File: src/rtl/core/refcounted_lock_slot_table_assert.svh
// ----------------------------------------------------------------------------
// Assertion macros for the lock slot table
// Concurrent checks clocked on clk_i, with reset rst_ni disabling them.
// ----------------------------------------------------------------------------
`ifndef REFCOUNTED_LOCK_SLOT_TABLE_ASSERT_SVH
`define REFCOUNTED_LOCK_SLOT_TABLE_ASSERT_SVH

`ifndef SYNTH
// Checks a property on every rising clock edge outside reset.
`define RLST_ASSERT(name, prop) \
  name: assert property (@(posedge clk_i) disable iff (!rst_ni) prop) \
    else $error("rlst assertion failed");
// Checks that the consequent holds in the cycle after the antecedent.
`define RLST_ASSERT_NEXT(name, ante, cons) \
  `RLST_ASSERT(name, (ante) |=> (cons))
`else
`define RLST_ASSERT(name, prop)
`define RLST_ASSERT_NEXT(name, ante, cons)
`endif

`endif

File: src/rtl/core/rlst_pkg.sv
// ----------------------------------------------------------------------------
// rlst_pkg
// Types, codes and sizes shared by the lock slot table modules.
// ----------------------------------------------------------------------------
package rlst_pkg;

  localparam int SLOTS   = 16;
  localparam int IDX_W   = (SLOTS > 1) ? $clog2(SLOTS) : 1;
  localparam int N_W     = $clog2(SLOTS + 1);
  localparam int CFG_W   = 5;
  localparam int FUNC_W  = 2;
  localparam int ID_W    = 32;
  localparam int STAT_W  = 2;
  localparam int SLOT_W  = 4;
  localparam int COUNT_W = 16;

  localparam logic [CFG_W-1:0]   CFG_RESET   = CFG_W'(16);
  localparam logic [ID_W-1:0]    FILEID_FREE = '1;
  localparam logic [COUNT_W-1:0] COUNT_MAX   = '1;

  localparam logic [FUNC_W-1:0] FUNC_LOCK_RD  = 2'd0;
  localparam logic [FUNC_W-1:0] FUNC_LOCK_WR  = 2'd1;
  localparam logic [FUNC_W-1:0] FUNC_RELEASE  = 2'd2;
  localparam logic [FUNC_W-1:0] FUNC_INVALID  = 2'd3;

  typedef enum logic [STAT_W-1:0] {
    ST_OK       = 2'd0,
    ST_FULL     = 2'd1,
    ST_NOTFOUND = 2'd2,
    ST_OVERFLOW = 2'd3
  } status_e;

  // Commands from the controller to the datapath.
  typedef struct packed {
    logic load;
    logic step;
    logic commit;
  } rlst_cmd_t;

  // Status from the datapath to the controller.
  typedef struct packed {
    logic scan_done;
    logic out_free;
  } rlst_stat_t;

endpackage

File: src/rtl/core/rlst_req_if.sv
// ----------------------------------------------------------------------------
// rlst_req_if
// Request channel: lock or release of one file identifier.
// ----------------------------------------------------------------------------
interface rlst_req_if import rlst_pkg::*; ();
  logic              valid;
  logic              ready;
  logic [FUNC_W-1:0] func;
  logic [ID_W-1:0]   file_id;

  modport source (output valid, output func, output file_id, input ready);
  modport sink   (input valid, input func, input file_id, output ready);
endinterface

File: src/rtl/core/rlst_rsp_if.sv
// ----------------------------------------------------------------------------
// rlst_rsp_if
// Response channel: status, slot and count of one request.
// ----------------------------------------------------------------------------
interface rlst_rsp_if import rlst_pkg::*; ();
  logic               valid;
  logic               ready;
  logic [STAT_W-1:0]  status;
  logic [SLOT_W-1:0]  slot;
  logic [COUNT_W-1:0] count_after;
  logic [FUNC_W-1:0]  lock_kind;

  modport source (output valid, output status, output slot, output count_after,
                  output lock_kind, input ready);
  modport sink   (input valid, input status, input slot, input count_after,
                  input lock_kind, output ready);
endinterface

File: src/rtl/core/rlst_ctrl.sv
// ----------------------------------------------------------------------------
// rlst_ctrl
// Sequencer: takes a request, steps the slot scan, then commits the result.
// ----------------------------------------------------------------------------
module rlst_ctrl import rlst_pkg::*; (
  input  logic       clk_i,
  input  logic       rst_ni,
  input  logic       req_valid_i,
  output logic       req_ready_o,
  input  rlst_stat_t stat_i,
  output rlst_cmd_t  cmd_o
);

  typedef enum logic [1:0] {
    S_IDLE,
    S_SCAN,
    S_FINISH
  } state_e;

  state_e state_q;
  logic   ready_q;

  always_ff @(posedge clk_i or negedge rst_ni) begin
    if (!rst_ni) begin
      state_q <= S_IDLE;
      ready_q <= 1'b1;
    end else begin
      unique case (state_q)
        S_IDLE: begin
          if (req_valid_i) begin
            state_q <= S_SCAN;
            ready_q <= 1'b0;
          end
        end
        S_SCAN: begin
          if (stat_i.scan_done) begin
            state_q <= S_FINISH;
          end
        end
        S_FINISH: begin
          // The result waits here until the output register can take it.
          if (stat_i.out_free) begin
            state_q <= S_IDLE;
            ready_q <= 1'b1;
          end
        end
        default: begin
          state_q <= S_IDLE;
          ready_q <= 1'b1;
        end
      endcase
    end
  end

  assign req_ready_o  = ready_q;
  assign cmd_o.load   = ready_q && req_valid_i;
  assign cmd_o.step   = (state_q == S_SCAN);
  assign cmd_o.commit = (state_q == S_FINISH) && stat_i.out_free;

endmodule

File: src/rtl/core/rlst_dp.sv
// ----------------------------------------------------------------------------
// rlst_dp
// Slot table, scan registers, update logic and the output register.
// ----------------------------------------------------------------------------
`include "refcounted_lock_slot_table_assert.svh"

module rlst_dp import rlst_pkg::*; (
  input  logic               clk_i,
  input  logic               rst_ni,
  input  logic               cfg_we_i,
  input  logic [CFG_W-1:0]   cfg_wdata_i,
  input  logic [FUNC_W-1:0]  req_func_i,
  input  logic [ID_W-1:0]    req_file_id_i,
  input  rlst_cmd_t          cmd_i,
  output rlst_stat_t         stat_o,
  output logic               rsp_valid_o,
  input  logic               rsp_ready_i,
  output logic [STAT_W-1:0]  rsp_status_o,
  output logic [SLOT_W-1:0]  rsp_slot_o,
  output logic [COUNT_W-1:0] rsp_count_after_o,
  output logic [FUNC_W-1:0]  rsp_lock_kind_o
);

  logic [CFG_W-1:0]   cfg_q;
  logic [ID_W-1:0]    fid_q [SLOTS];
  logic [COUNT_W-1:0] cnt_q [SLOTS];

  logic [FUNC_W-1:0]  func_q;
  logic [ID_W-1:0]    id_q;
  logic [IDX_W-1:0]   idx_q;
  logic               have_match_q;
  logic               have_free_q;
  logic [IDX_W-1:0]   match_idx_q;
  logic [IDX_W-1:0]   free_idx_q;
  logic [COUNT_W-1:0] match_cnt_q;

  logic               out_valid_q;
  status_e            status_q;
  logic [SLOT_W-1:0]  slot_q;
  logic [COUNT_W-1:0] count_q;
  logic [FUNC_W-1:0]  kind_q;

  logic [N_W-1:0]     n;
  logic               bad_req;
  logic               skip;
  logic               entry_free;
  logic               entry_hit;
  logic               idx_last;
  logic               out_free;

  status_e            res_status;
  logic [IDX_W-1:0]   res_idx;
  logic [COUNT_W-1:0] res_count;
  logic               wr_en;
  logic [ID_W-1:0]    wr_fid;
  logic [COUNT_W-1:0] wr_cnt;
  logic [COUNT_W-1:0] dec_cnt;

  // A register value above the table size searches the whole table.
  always_comb begin
    if (int'(cfg_q) > SLOTS) begin
      n = N_W'(SLOTS);
    end else begin
      n = N_W'(cfg_q);
    end
  end

  assign bad_req = (func_q == FUNC_INVALID) || (id_q == FILEID_FREE);
  // An empty table ends the scan at once; the lock then finds no free slot.
  assign skip    = bad_req || (n == '0);

  assign entry_free = (fid_q[idx_q] == FILEID_FREE);
  assign entry_hit  = !entry_free && (fid_q[idx_q] == id_q);
  assign idx_last   = (int'(idx_q) == int'(n) - 1);
  assign out_free   = !out_valid_q || rsp_ready_i;

  assign stat_o.scan_done = skip || entry_hit || idx_last;
  assign stat_o.out_free  = out_free;

  assign dec_cnt = (match_cnt_q == '0) ? '0 : match_cnt_q - COUNT_W'(1);

  always_comb begin
    res_status = ST_NOTFOUND;
    res_idx    = '0;
    res_count  = '0;
    wr_en      = 1'b0;
    wr_fid     = id_q;
    wr_cnt     = '0;
    if (!bad_req) begin
      if (func_q == FUNC_RELEASE) begin
        if (have_match_q) begin
          res_status = ST_OK;
          res_idx    = match_idx_q;
          res_count  = dec_cnt;
          wr_en      = 1'b1;
          wr_cnt     = dec_cnt;
          // The last release frees the slot.
          wr_fid     = (dec_cnt == '0) ? FILEID_FREE : id_q;
        end
      end else if (have_match_q) begin
        res_idx = match_idx_q;
        if (match_cnt_q == COUNT_MAX) begin
          res_status = ST_OVERFLOW;
          res_count  = COUNT_MAX;
        end else begin
          res_status = ST_OK;
          res_count  = match_cnt_q + COUNT_W'(1);
          wr_en      = 1'b1;
          wr_cnt     = match_cnt_q + COUNT_W'(1);
        end
      end else if (have_free_q) begin
        res_status = ST_OK;
        res_idx    = free_idx_q;
        res_count  = COUNT_W'(1);
        wr_en      = 1'b1;
        wr_cnt     = COUNT_W'(1);
      end else begin
        res_status = ST_FULL;
      end
    end
  end

  always_ff @(posedge clk_i or negedge rst_ni) begin
    if (!rst_ni) begin
      cfg_q       <= CFG_RESET;
      out_valid_q <= 1'b0;
      for (int i = 0; i < SLOTS; i++) begin
        fid_q[i] <= FILEID_FREE;
        cnt_q[i] <= '0;
      end
    end else begin
      if (cfg_we_i) begin
        cfg_q <= cfg_wdata_i;
      end
      if (cmd_i.commit) begin
        out_valid_q <= 1'b1;
      end else if (rsp_ready_i) begin
        out_valid_q <= 1'b0;
      end
      if (cmd_i.commit && wr_en) begin
        fid_q[res_idx] <= wr_fid;
        cnt_q[res_idx] <= wr_cnt;
      end
    end
  end

  always_ff @(posedge clk_i) begin
    if (cmd_i.load) begin
      func_q       <= req_func_i;
      id_q         <= req_file_id_i;
      idx_q        <= '0;
      have_match_q <= 1'b0;
      have_free_q  <= 1'b0;
    end else if (cmd_i.step && !skip) begin
      if (entry_free && !have_free_q) begin
        have_free_q <= 1'b1;
        free_idx_q  <= idx_q;
      end
      if (entry_hit) begin
        have_match_q <= 1'b1;
        match_idx_q  <= idx_q;
        match_cnt_q  <= cnt_q[idx_q];
      end
      if (!idx_last) begin
        idx_q <= idx_q + IDX_W'(1);
      end
    end
    if (cmd_i.commit) begin
      status_q <= res_status;
      slot_q   <= SLOT_W'(res_idx);
      count_q  <= res_count;
      kind_q   <= func_q;
    end
  end

  assign rsp_valid_o       = out_valid_q;
  assign rsp_status_o      = status_q;
  assign rsp_slot_o        = slot_q;
  assign rsp_count_after_o = count_q;
  assign rsp_lock_kind_o   = kind_q;

  `RLST_ASSERT(a_commit_needs_room, cmd_i.commit |-> out_free)
  `RLST_ASSERT_NEXT(a_commit_shows_item, cmd_i.commit, out_valid_q)
  `RLST_ASSERT(a_scan_in_range, (cmd_i.step && !skip) |-> (int'(idx_q) < int'(n)))
  `RLST_ASSERT(a_no_match_on_bad_req, (cmd_i.commit && skip) |-> !wr_en)

endmodule

File: src/rtl/core/refcounted_lock_slot_table.sv
// ----------------------------------------------------------------------------
// refcounted_lock_slot_table
// Table of reference-counted lock slots keyed by file identifier.
// ----------------------------------------------------------------------------
//  channel  dir  payload                                  accepted when
//  req_i    in   func, file_id                            valid && ready
//  rsp_o    out  status, slot, count_after, lock_kind     valid && ready
//  cfg      in   slots_in_use (5 bits)                    cfg_we_i
//
// An item is accepted, the scan of the identifier store visits slot after
// slot up to n, the active slot count (at most 16), and the result is then
// committed. A hit ends the scan early; a reserved identifier, func 3 or an
// empty table ends the scan at once. Reset frees every slot at once. A
// stalled result holds the commit until the output register drains.
// ----------------------------------------------------------------------------
module refcounted_lock_slot_table import rlst_pkg::*; (
  input  logic             clk_i,
  input  logic             rst_ni,
  input  logic             cfg_we_i,
  input  logic [CFG_W-1:0] cfg_wdata_i,
  rlst_req_if.sink         req_i,
  rlst_rsp_if.source       rsp_o
);

  rlst_cmd_t  cmd;
  rlst_stat_t stat;

  rlst_ctrl u_ctrl (
    .clk_i       (clk_i),
    .rst_ni      (rst_ni),
    .req_valid_i (req_i.valid),
    .req_ready_o (req_i.ready),
    .stat_i      (stat),
    .cmd_o       (cmd)
  );

  rlst_dp u_dp (
    .clk_i             (clk_i),
    .rst_ni            (rst_ni),
    .cfg_we_i          (cfg_we_i),
    .cfg_wdata_i       (cfg_wdata_i),
    .req_func_i        (req_i.func),
    .req_file_id_i     (req_i.file_id),
    .cmd_i             (cmd),
    .stat_o            (stat),
    .rsp_valid_o       (rsp_o.valid),
    .rsp_ready_i       (rsp_o.ready),
    .rsp_status_o      (rsp_o.status),
    .rsp_slot_o        (rsp_o.slot),
    .rsp_count_after_o (rsp_o.count_after),
    .rsp_lock_kind_o   (rsp_o.lock_kind)
  );

endmodule

File: src/flat_wrapper.sv
// flat-port wrapper written by rule: the top's interface ports become plain ports
module refcounted_lock_slot_table_flat import rlst_pkg::*;
  (clk_i, rst_ni, cfg_we_i, cfg_wdata_i, req_i_valid, req_i_func, req_i_file_id, req_i_ready, rsp_o_valid, rsp_o_status, rsp_o_slot, rsp_o_count_after, rsp_o_lock_kind, rsp_o_ready);
  rlst_req_if req_i_i ();
  rlst_rsp_if rsp_o_i ();
  input  logic clk_i;
  input  logic rst_ni;
  input  logic cfg_we_i;
  input  logic [CFG_W-1:0] cfg_wdata_i;
  input wire logic [$bits(req_i_i.valid)-1:0] req_i_valid;
  input wire logic [$bits(req_i_i.func)-1:0] req_i_func;
  input wire logic [$bits(req_i_i.file_id)-1:0] req_i_file_id;
  output wire logic [$bits(req_i_i.ready)-1:0] req_i_ready;
  output wire logic [$bits(rsp_o_i.valid)-1:0] rsp_o_valid;
  output wire logic [$bits(rsp_o_i.status)-1:0] rsp_o_status;
  output wire logic [$bits(rsp_o_i.slot)-1:0] rsp_o_slot;
  output wire logic [$bits(rsp_o_i.count_after)-1:0] rsp_o_count_after;
  output wire logic [$bits(rsp_o_i.lock_kind)-1:0] rsp_o_lock_kind;
  input wire logic [$bits(rsp_o_i.ready)-1:0] rsp_o_ready;
  assign req_i_i.valid = req_i_valid;
  assign req_i_i.func = req_i_func;
  assign req_i_i.file_id = req_i_file_id;
  assign req_i_ready = req_i_i.ready;
  assign rsp_o_valid = rsp_o_i.valid;
  assign rsp_o_status = rsp_o_i.status;
  assign rsp_o_slot = rsp_o_i.slot;
  assign rsp_o_count_after = rsp_o_i.count_after;
  assign rsp_o_lock_kind = rsp_o_i.lock_kind;
  assign rsp_o_i.ready = rsp_o_ready;
  refcounted_lock_slot_table u_core (.clk_i(clk_i), .rst_ni(rst_ni), .cfg_we_i(cfg_we_i), .cfg_wdata_i(cfg_wdata_i), .req_i(req_i_i), .rsp_o(rsp_o_i));
endmodule
File: config.mk
export PLATFORM = sky130hd
export DESIGN_NAME = refcounted_lock_slot_table_flat
export DESIGN_NICKNAME = d
export VERILOG_FILES = /design/src/rtl/core/rlst_pkg.sv /design/src/rtl/core/rlst_req_if.sv /design/src/rtl/core/rlst_rsp_if.sv /design/src/rtl/core/rlst_ctrl.sv /design/src/rtl/core/rlst_dp.sv /design/src/rtl/core/refcounted_lock_slot_table.sv /design/src/flat_wrapper.sv
export VERILOG_INCLUDE_DIRS = /design/src /design/src/rtl/core
export SDC_FILE = /design/constraint.sdc
export NUM_CORES = 2
export LEC_CHECK = 0
export BUFFER_PORTS_ARGS = -buffer_cell sky130_fd_sc_hd__buf_4
export CAP_MARGIN = 20
export CORE_AREA = 5 5 309 311
export DETAILED_ROUTE_END_ITERATION = 6
export DIE_AREA = 0 0 314 316
export GPL_ROUTABILITY_DRIVEN = 0
export PLACE_DENSITY = 0.64
export SYNTH_ARGS = -nofsm -noshare
export SYNTH_HDL_FRONTEND = slang
export SYNTH_SLANG_ARGS = --single-unit
File: constraint.sdc
create_clock -name clk_i -period 4.2 [get_ports clk_i]
set_input_delay 0.84 -clock clk_i [delete_from_list [all_inputs] [get_ports clk_i]]
set_output_delay 0.84 -clock clk_i [all_outputs]
set_load 0.1 [all_outputs]
Word level (Yosys, flattened, before mapping). Cells that the tools add are included.

Input bits: 44. Output and inout port bits: 26. Word-level logic and storage cells: 153. Register bits: 865.

Bitwise operators: 5. Mux-type cells: 52. Add/subtract/negate cells: 4. Order comparisons: 4. Equality and inequality tests: 12. Reduce and logical (&&, ||, !) cells: 28.

Operators by type and width (count): $bwmux 512 (1); $bwmux 256 (1); $mux 32 (7); $mux 16 (12); $bmux 32 s4 (1); $demux 32 s4 (1); $bmux 16 s4 (1); $demux 16 s4 (1); $eq 32x32->1 const B (2); $eq 32x32->1 (1); $logic_not 16->1 (2); $mux 4 (5); $add 16x1->16 const B (1); $eq 16x16->1 const B (1); $sub 16x1->16 const B (1); $mux 2 (7); $mux 1 (12); $reduce_and 3->1 (4); $ge 5x5->1 const B (2); $not 4->5 (2); $logic_and 1x1->1 (7); $eq 2x2->1 const B (3); $eq 5x6->1 (1); $pmux 2 s3 (1); other kinds (16) (28).

Logic depth before layout (Yosys ltp).
Depth in word-level cells: 11. Depth in mapped cells: 14. Mapped depth without buffers: 10.

Hierarchy. A second synthesis with hierarchy kept.

Cell total of the unflattened synthesis: 3637. Area, all modules: 39736.9 um^2.

By module, submodules not included: rlst_dp (cells each 3623, area an instance 39588.0 um^2, instances 1); rlst_ctrl (cells each 14, area an instance 148.9 um^2, instances 1).

Worst setup path before layout. OpenSTA, ideal clock, no wires.

Kind: register -> register. From: reg u_core.u_dp.out_valid_q (netlist: u_core.u_dp.rsp_valid_o). To: reg u_core.u_dp.cnt_q[10] in the netlist's numbering. Buffers on the path: 2. Cell stages (with the launch flop): 9. Arrival time: 4.578 ns. Setup slack: -0.502 ns. Clock period less this slack: 4.702 ns. Cell sequence: dfrtp_1 nand2b_1 nor3b_1 nand3_1 a211o_1 buf_2 nor3_2 buf_2 mux2_2.

RTL lines: start, declared (line rlst_dp.sv:37) `logic out_valid_q;`; start signal, assigned (line rlst_dp.sv:126) `out_valid_q <= 1'b0;`; start signal, assigned (line rlst_dp.sv:136) `out_valid_q <= 1'b1;`; start signal, assigned (line rlst_dp.sv:138) `out_valid_q <= 1'b0;`; end signal, assigned by index (line rlst_dp.sv:142) `cnt_q[res_idx] <= wr_cnt;`; end, declared (line rlst_dp.sv:26) `logic [COUNT_W-1:0] cnt_q [SLOTS];`.

Worst setup path in the final report.
From: reg u_core.u_dp.idx_q[0]. To: reg u_core.u_dp.match_cnt_q[5], enable pin.

Word-level cells in the longest chain between the ends: 8. Elaborated cells on any way between the ends: 9. Classes of those cells: 2 x eq/ne; 3 x mux; 1 x bitwise; 3 x reduce/logical.

Ends and longest elaborated chain: start, declared (line rlst_dp.sv:30) `logic [IDX_W-1:0] idx_q;`; start signal, assigned (line rlst_dp.sv:165) `idx_q <= idx_q + IDX_W'(1);`; $not 4->5 (not written as such) * (line rlst_dp.sv:72, rlst_dp.sv:73); $bmux 32 s4 * (line rlst_dp.sv:72, rlst_dp.sv:73); $mux 32 (not written as such) * (2 in series) (line rlst_dp.sv:72, rlst_dp.sv:73); $eq 32x32->1 (line rlst_dp.sv:72) `assign entry_free = (fid_q[idx_q] == FILEID_FREE);`; $logic_not 1->1 (line rlst_dp.sv:73) `assign entry_hit = !entry_free && (fid_q[idx_q] == id_q);`; $logic_and 1x1->1 * (line rlst_dp.sv:73); $reduce_and 3->1 (no line) *; end signal, assigned (line rlst_dp.sv:162) `match_cnt_q <= cnt_q[idx_q];`; end, declared (line rlst_dp.sv:35) `logic [COUNT_W-1:0] match_cnt_q;`.

Mark *: on every way between the ends. The rest lies on a longest branch, timed or not. The select of a mux whose other input is x is not followed. A chain may end at the register's enable or synchronous reset.

==> impl_results.md <==
- MaxCap Viol Count: 0
- Drt pass-1 iters: 5
- Distinct cells, synth: 88
- Final hold slack: 182 ps
- Largest net degree at the start of global routing: 115
- Final core occ: 49.9%
- Num rows: 112
- Post-synth ARST share: 89.8%
- Number of synthesized flops with an enable pin: 82
- Setup WS pre-CTS: 105 ps
- Synth Register Bits: 865
- Worst vdd ir: 0.000369 V
- Netlist Area Pre-Place: 40400 sq um
- ANT cells: 0
- Status: complete, no violations
- Final TNS setup: 0 ps
- Worst Skew: 51.5 ps
- Share of post-route cells with drive strength above 1: 38.6%
- Pleak: 0.0183 uW
- Port bufs: 69
- Layout area overhead: 14.2%
- Vias in the first global route: 27300
- Worst Setup SP: u_core.u_dp.idx_q[0]
- Initial Util: 43.7%
- Post-synthesis instance total: 3370
- Hold crit path type: input port to asynchronous set/reset pin
- Unrepaired setup endpoints after global routing: no
- CTS tree: done
- CTS Buffer Depth: 3
- Count leader, synth: dfstp_2
- Highest Clock Rate: 253 MHz
- Slew margin rel.: 24.2%
- Height of the die: 316 um
- Final Max Slew Viols: 0
- Setup violators final: 0
- Post-Syn Nets: 3418
- Die Wd: 314 um
- CTS clock-pin slew for the worst setup and hold paths: 60 ps
- First-pass GRT wire length: 171 mm
- Share of the synthesized area in the top cell type: 33.4%
- Part of the cycle the worst path needs: 94.1%
- Starting DRT DRC Count: 2049
- Worst setup margin: 249 ps
- Area of placed instances: 42700 sq um
- Yosys top cell by area: dfstp_2
- Required time of the critical path: 4570 ps
- Sequential fraction of the synthesis area: 56.1%
- Clock root cell: clkbuf_16
- H-tree Lvls: 3
- Post-DR wirelength/cell: 23.8 um
- Final instance area: 46100 sq um
- All-layer global routing usage: 22.3%
- FF-to-FF Start: u_core.u_dp.idx_q[0]
- Clock sinks: 865
- Global route total overflow: 0
- Core Box Area: 92500 sq um
- YS warnings: 0
- Top post-synthesis cells by area: dfstp_2 33%, dfrtp_1 16%, mux4_2 7.9%
- Die area: 99200 sq um
- Final wirelength: 111 mm
- Synth Flop Type: dfstp_2
- Critical Path Start Type: flip-flop
- Vias per cell: 5.80
- Boundary pin count: 70
- Detailed-route DRC error count: 0
- Average cell area after synthesis: 12.0 sq um
- Fin. Hold Viols: 0
- Worst setup EP type: flip-flop
- Dpl hpwl: 69.5 mm
- Final Critical Period: 3950 ps
- Crit path DAT: 4320 ps
- Antenna viol nets, final: 0
- Via Count: 27100
- PwrDens: 488 nW/um^2
- Most instantiated cells after synthesis: 514 x dfstp_2, 376 x nor2_1, 310 x a21oi_1
- Clock Latency Late Sink: 690 ps
- Worst-path fanout max: 20
- Num CTS Buffers: 96
- Final layout net count: 3449
- Reg2reg path depth: 11
- Initial antenna violation count: 0
- Crit Path Class: flip-flop to flip-flop
- Worst-Margin Slew: 1130 ps
[cell families after synthesis]
| logic type | after synthesis | share of synthesized area [%] |
|---|---|---|
| mux | 555 | 19.1 |
| fa+ha+maj | 4 | 0.124 |
| buf+inv | 298 | 3.51 |
| compound gates | 735 | 10.4 |
| simple gates | 858 | 9.50 |
| xor+xnor | 55 | 1.19 |
| flops | 865 | 56.1 |
[worst max-delay path, stage by stage, from the launching register on]
cell and delay [ps]:
dfxtp_4 380, buf_12 180, buf_4 240, mux4_2 560
xnor2_1 170, nor2_1 90, nor4b_2 260, nand4_1 130
or4b_1 550, or4_4 600, nor3_4 240, buf_12 200
[placed cells by master, fill, tap and decap left out, types with 20 or more instances in the layout]
cell       instances
dfstp_2          514
nor2_1           375
a21oi_1          310
nand2_1          297
mux2_2           271
dfrtp_1          263
o21ai_0          262
buf_4            155
mux4_2           142
mux2i_1          130
clkbuf_16        100
edfxtp_1          82
a221oi_1          47
buf_12            47
xnor2_1           31
nand3_1           30
a22oi_1           28
nand4_1           26
xor2_1            24
clkinv_2          22
clkbuf_1          22
clkbuf_8          20
[layout make-up]
class                   instances  area, sq um
clock buffers                 143         2870
clock inverters                38          388
fillers                      8050        46400
inverters                      20         75.1
multi-input cells            2207        16400
flip-flops and latches        865        22700
well taps                    1197         1500
repair buffers                211         2210
[where the power goes]
group / total [uW] / internal, uW / switching [uW] / leakage [uW]
sequential: 9680 / 9290 / 396 / 0.00978
clock: 8520 / 4950 / 3570 / 0.00159
combinational: 4320 / 1660 / 2670 / 0.00695
total: 22500 / 15900 / 6630 / 0.0183
[stage by stage]
step           instances  total power (uW)
3_5_place_dp        4488             14100
5_1_grt             4681             23400
2_1_floorplan       3370             12700
4_1_cts             4669             22700
3_3_place_gp        4488             14000
6_report            4681             22500
[per-layer routing]
metal  GRT usage (%)  vias up  share of wire [%]
met5               0        -                  0
met4            7.68        0                3.3
met3            4.63      210                7.0
met2            34.5      855                 46
met1            31.7    13900                 44
li1                -    12200                  -
[flip-flops by register name, indices dropped and copies added, names as in the netlist]
| signal | flops |
|---|---|
| u_core.u_dp.rsp_count_after_o | 16 |
| u_core.u_dp.cfg_q | 5 |
| u_core.u_dp.match_idx_q | 4 |
| u_core.u_dp.idx_q | 4 |
| u_core.u_dp.id_q | 32 |
| u_core.u_dp.match_cnt_q | 16 |
| u_core.u_dp.func_q | 2 |
| u_core.u_dp.fid_q | 512 |
| u_core.u_dp.have_match_q | 1 |
| u_core.u_dp.rsp_slot_o | 4 |
| u_core.u_dp.free_idx_q | 4 |
| u_core.u_dp.rsp_valid_o | 1 |
| u_core.u_ctrl.state_q | 2 |
| u_core.u_dp.rsp_status_o | 2 |
| u_core.u_ctrl.req_ready_o | 1 |
| u_core.u_dp.rsp_lock_kind_o | 2 |
| u_core.u_dp.cnt_q | 256 |
| u_core.u_dp.have_free_q | 1 |
[final timing paths]
path,slack [ps],to
worst max-delay path,250,u_core.u_dp.match_cnt_q[5]
worst min-delay path,180,u_core.u_dp.cnt_q[99]
worst max register to register,250,u_core.u_dp.match_cnt_q[5]
worst min register to register,470,u_core.u_dp.fid_q[255]
max in group asynchronous,2970,u_core.u_dp.cfg_q[1]
min in group clk_i,330,u_core.u_dp.func_q[1]
[what timing repair did]
item	4_1_cts	5_1_grt
hold buffers	0	0
resized for setup	0	6
setup buffers	0	4
hold endpoints to repair	0	0
endpoints found under the setup margin	0	30
Note: power is estimated with default switching activity, not from simulation.
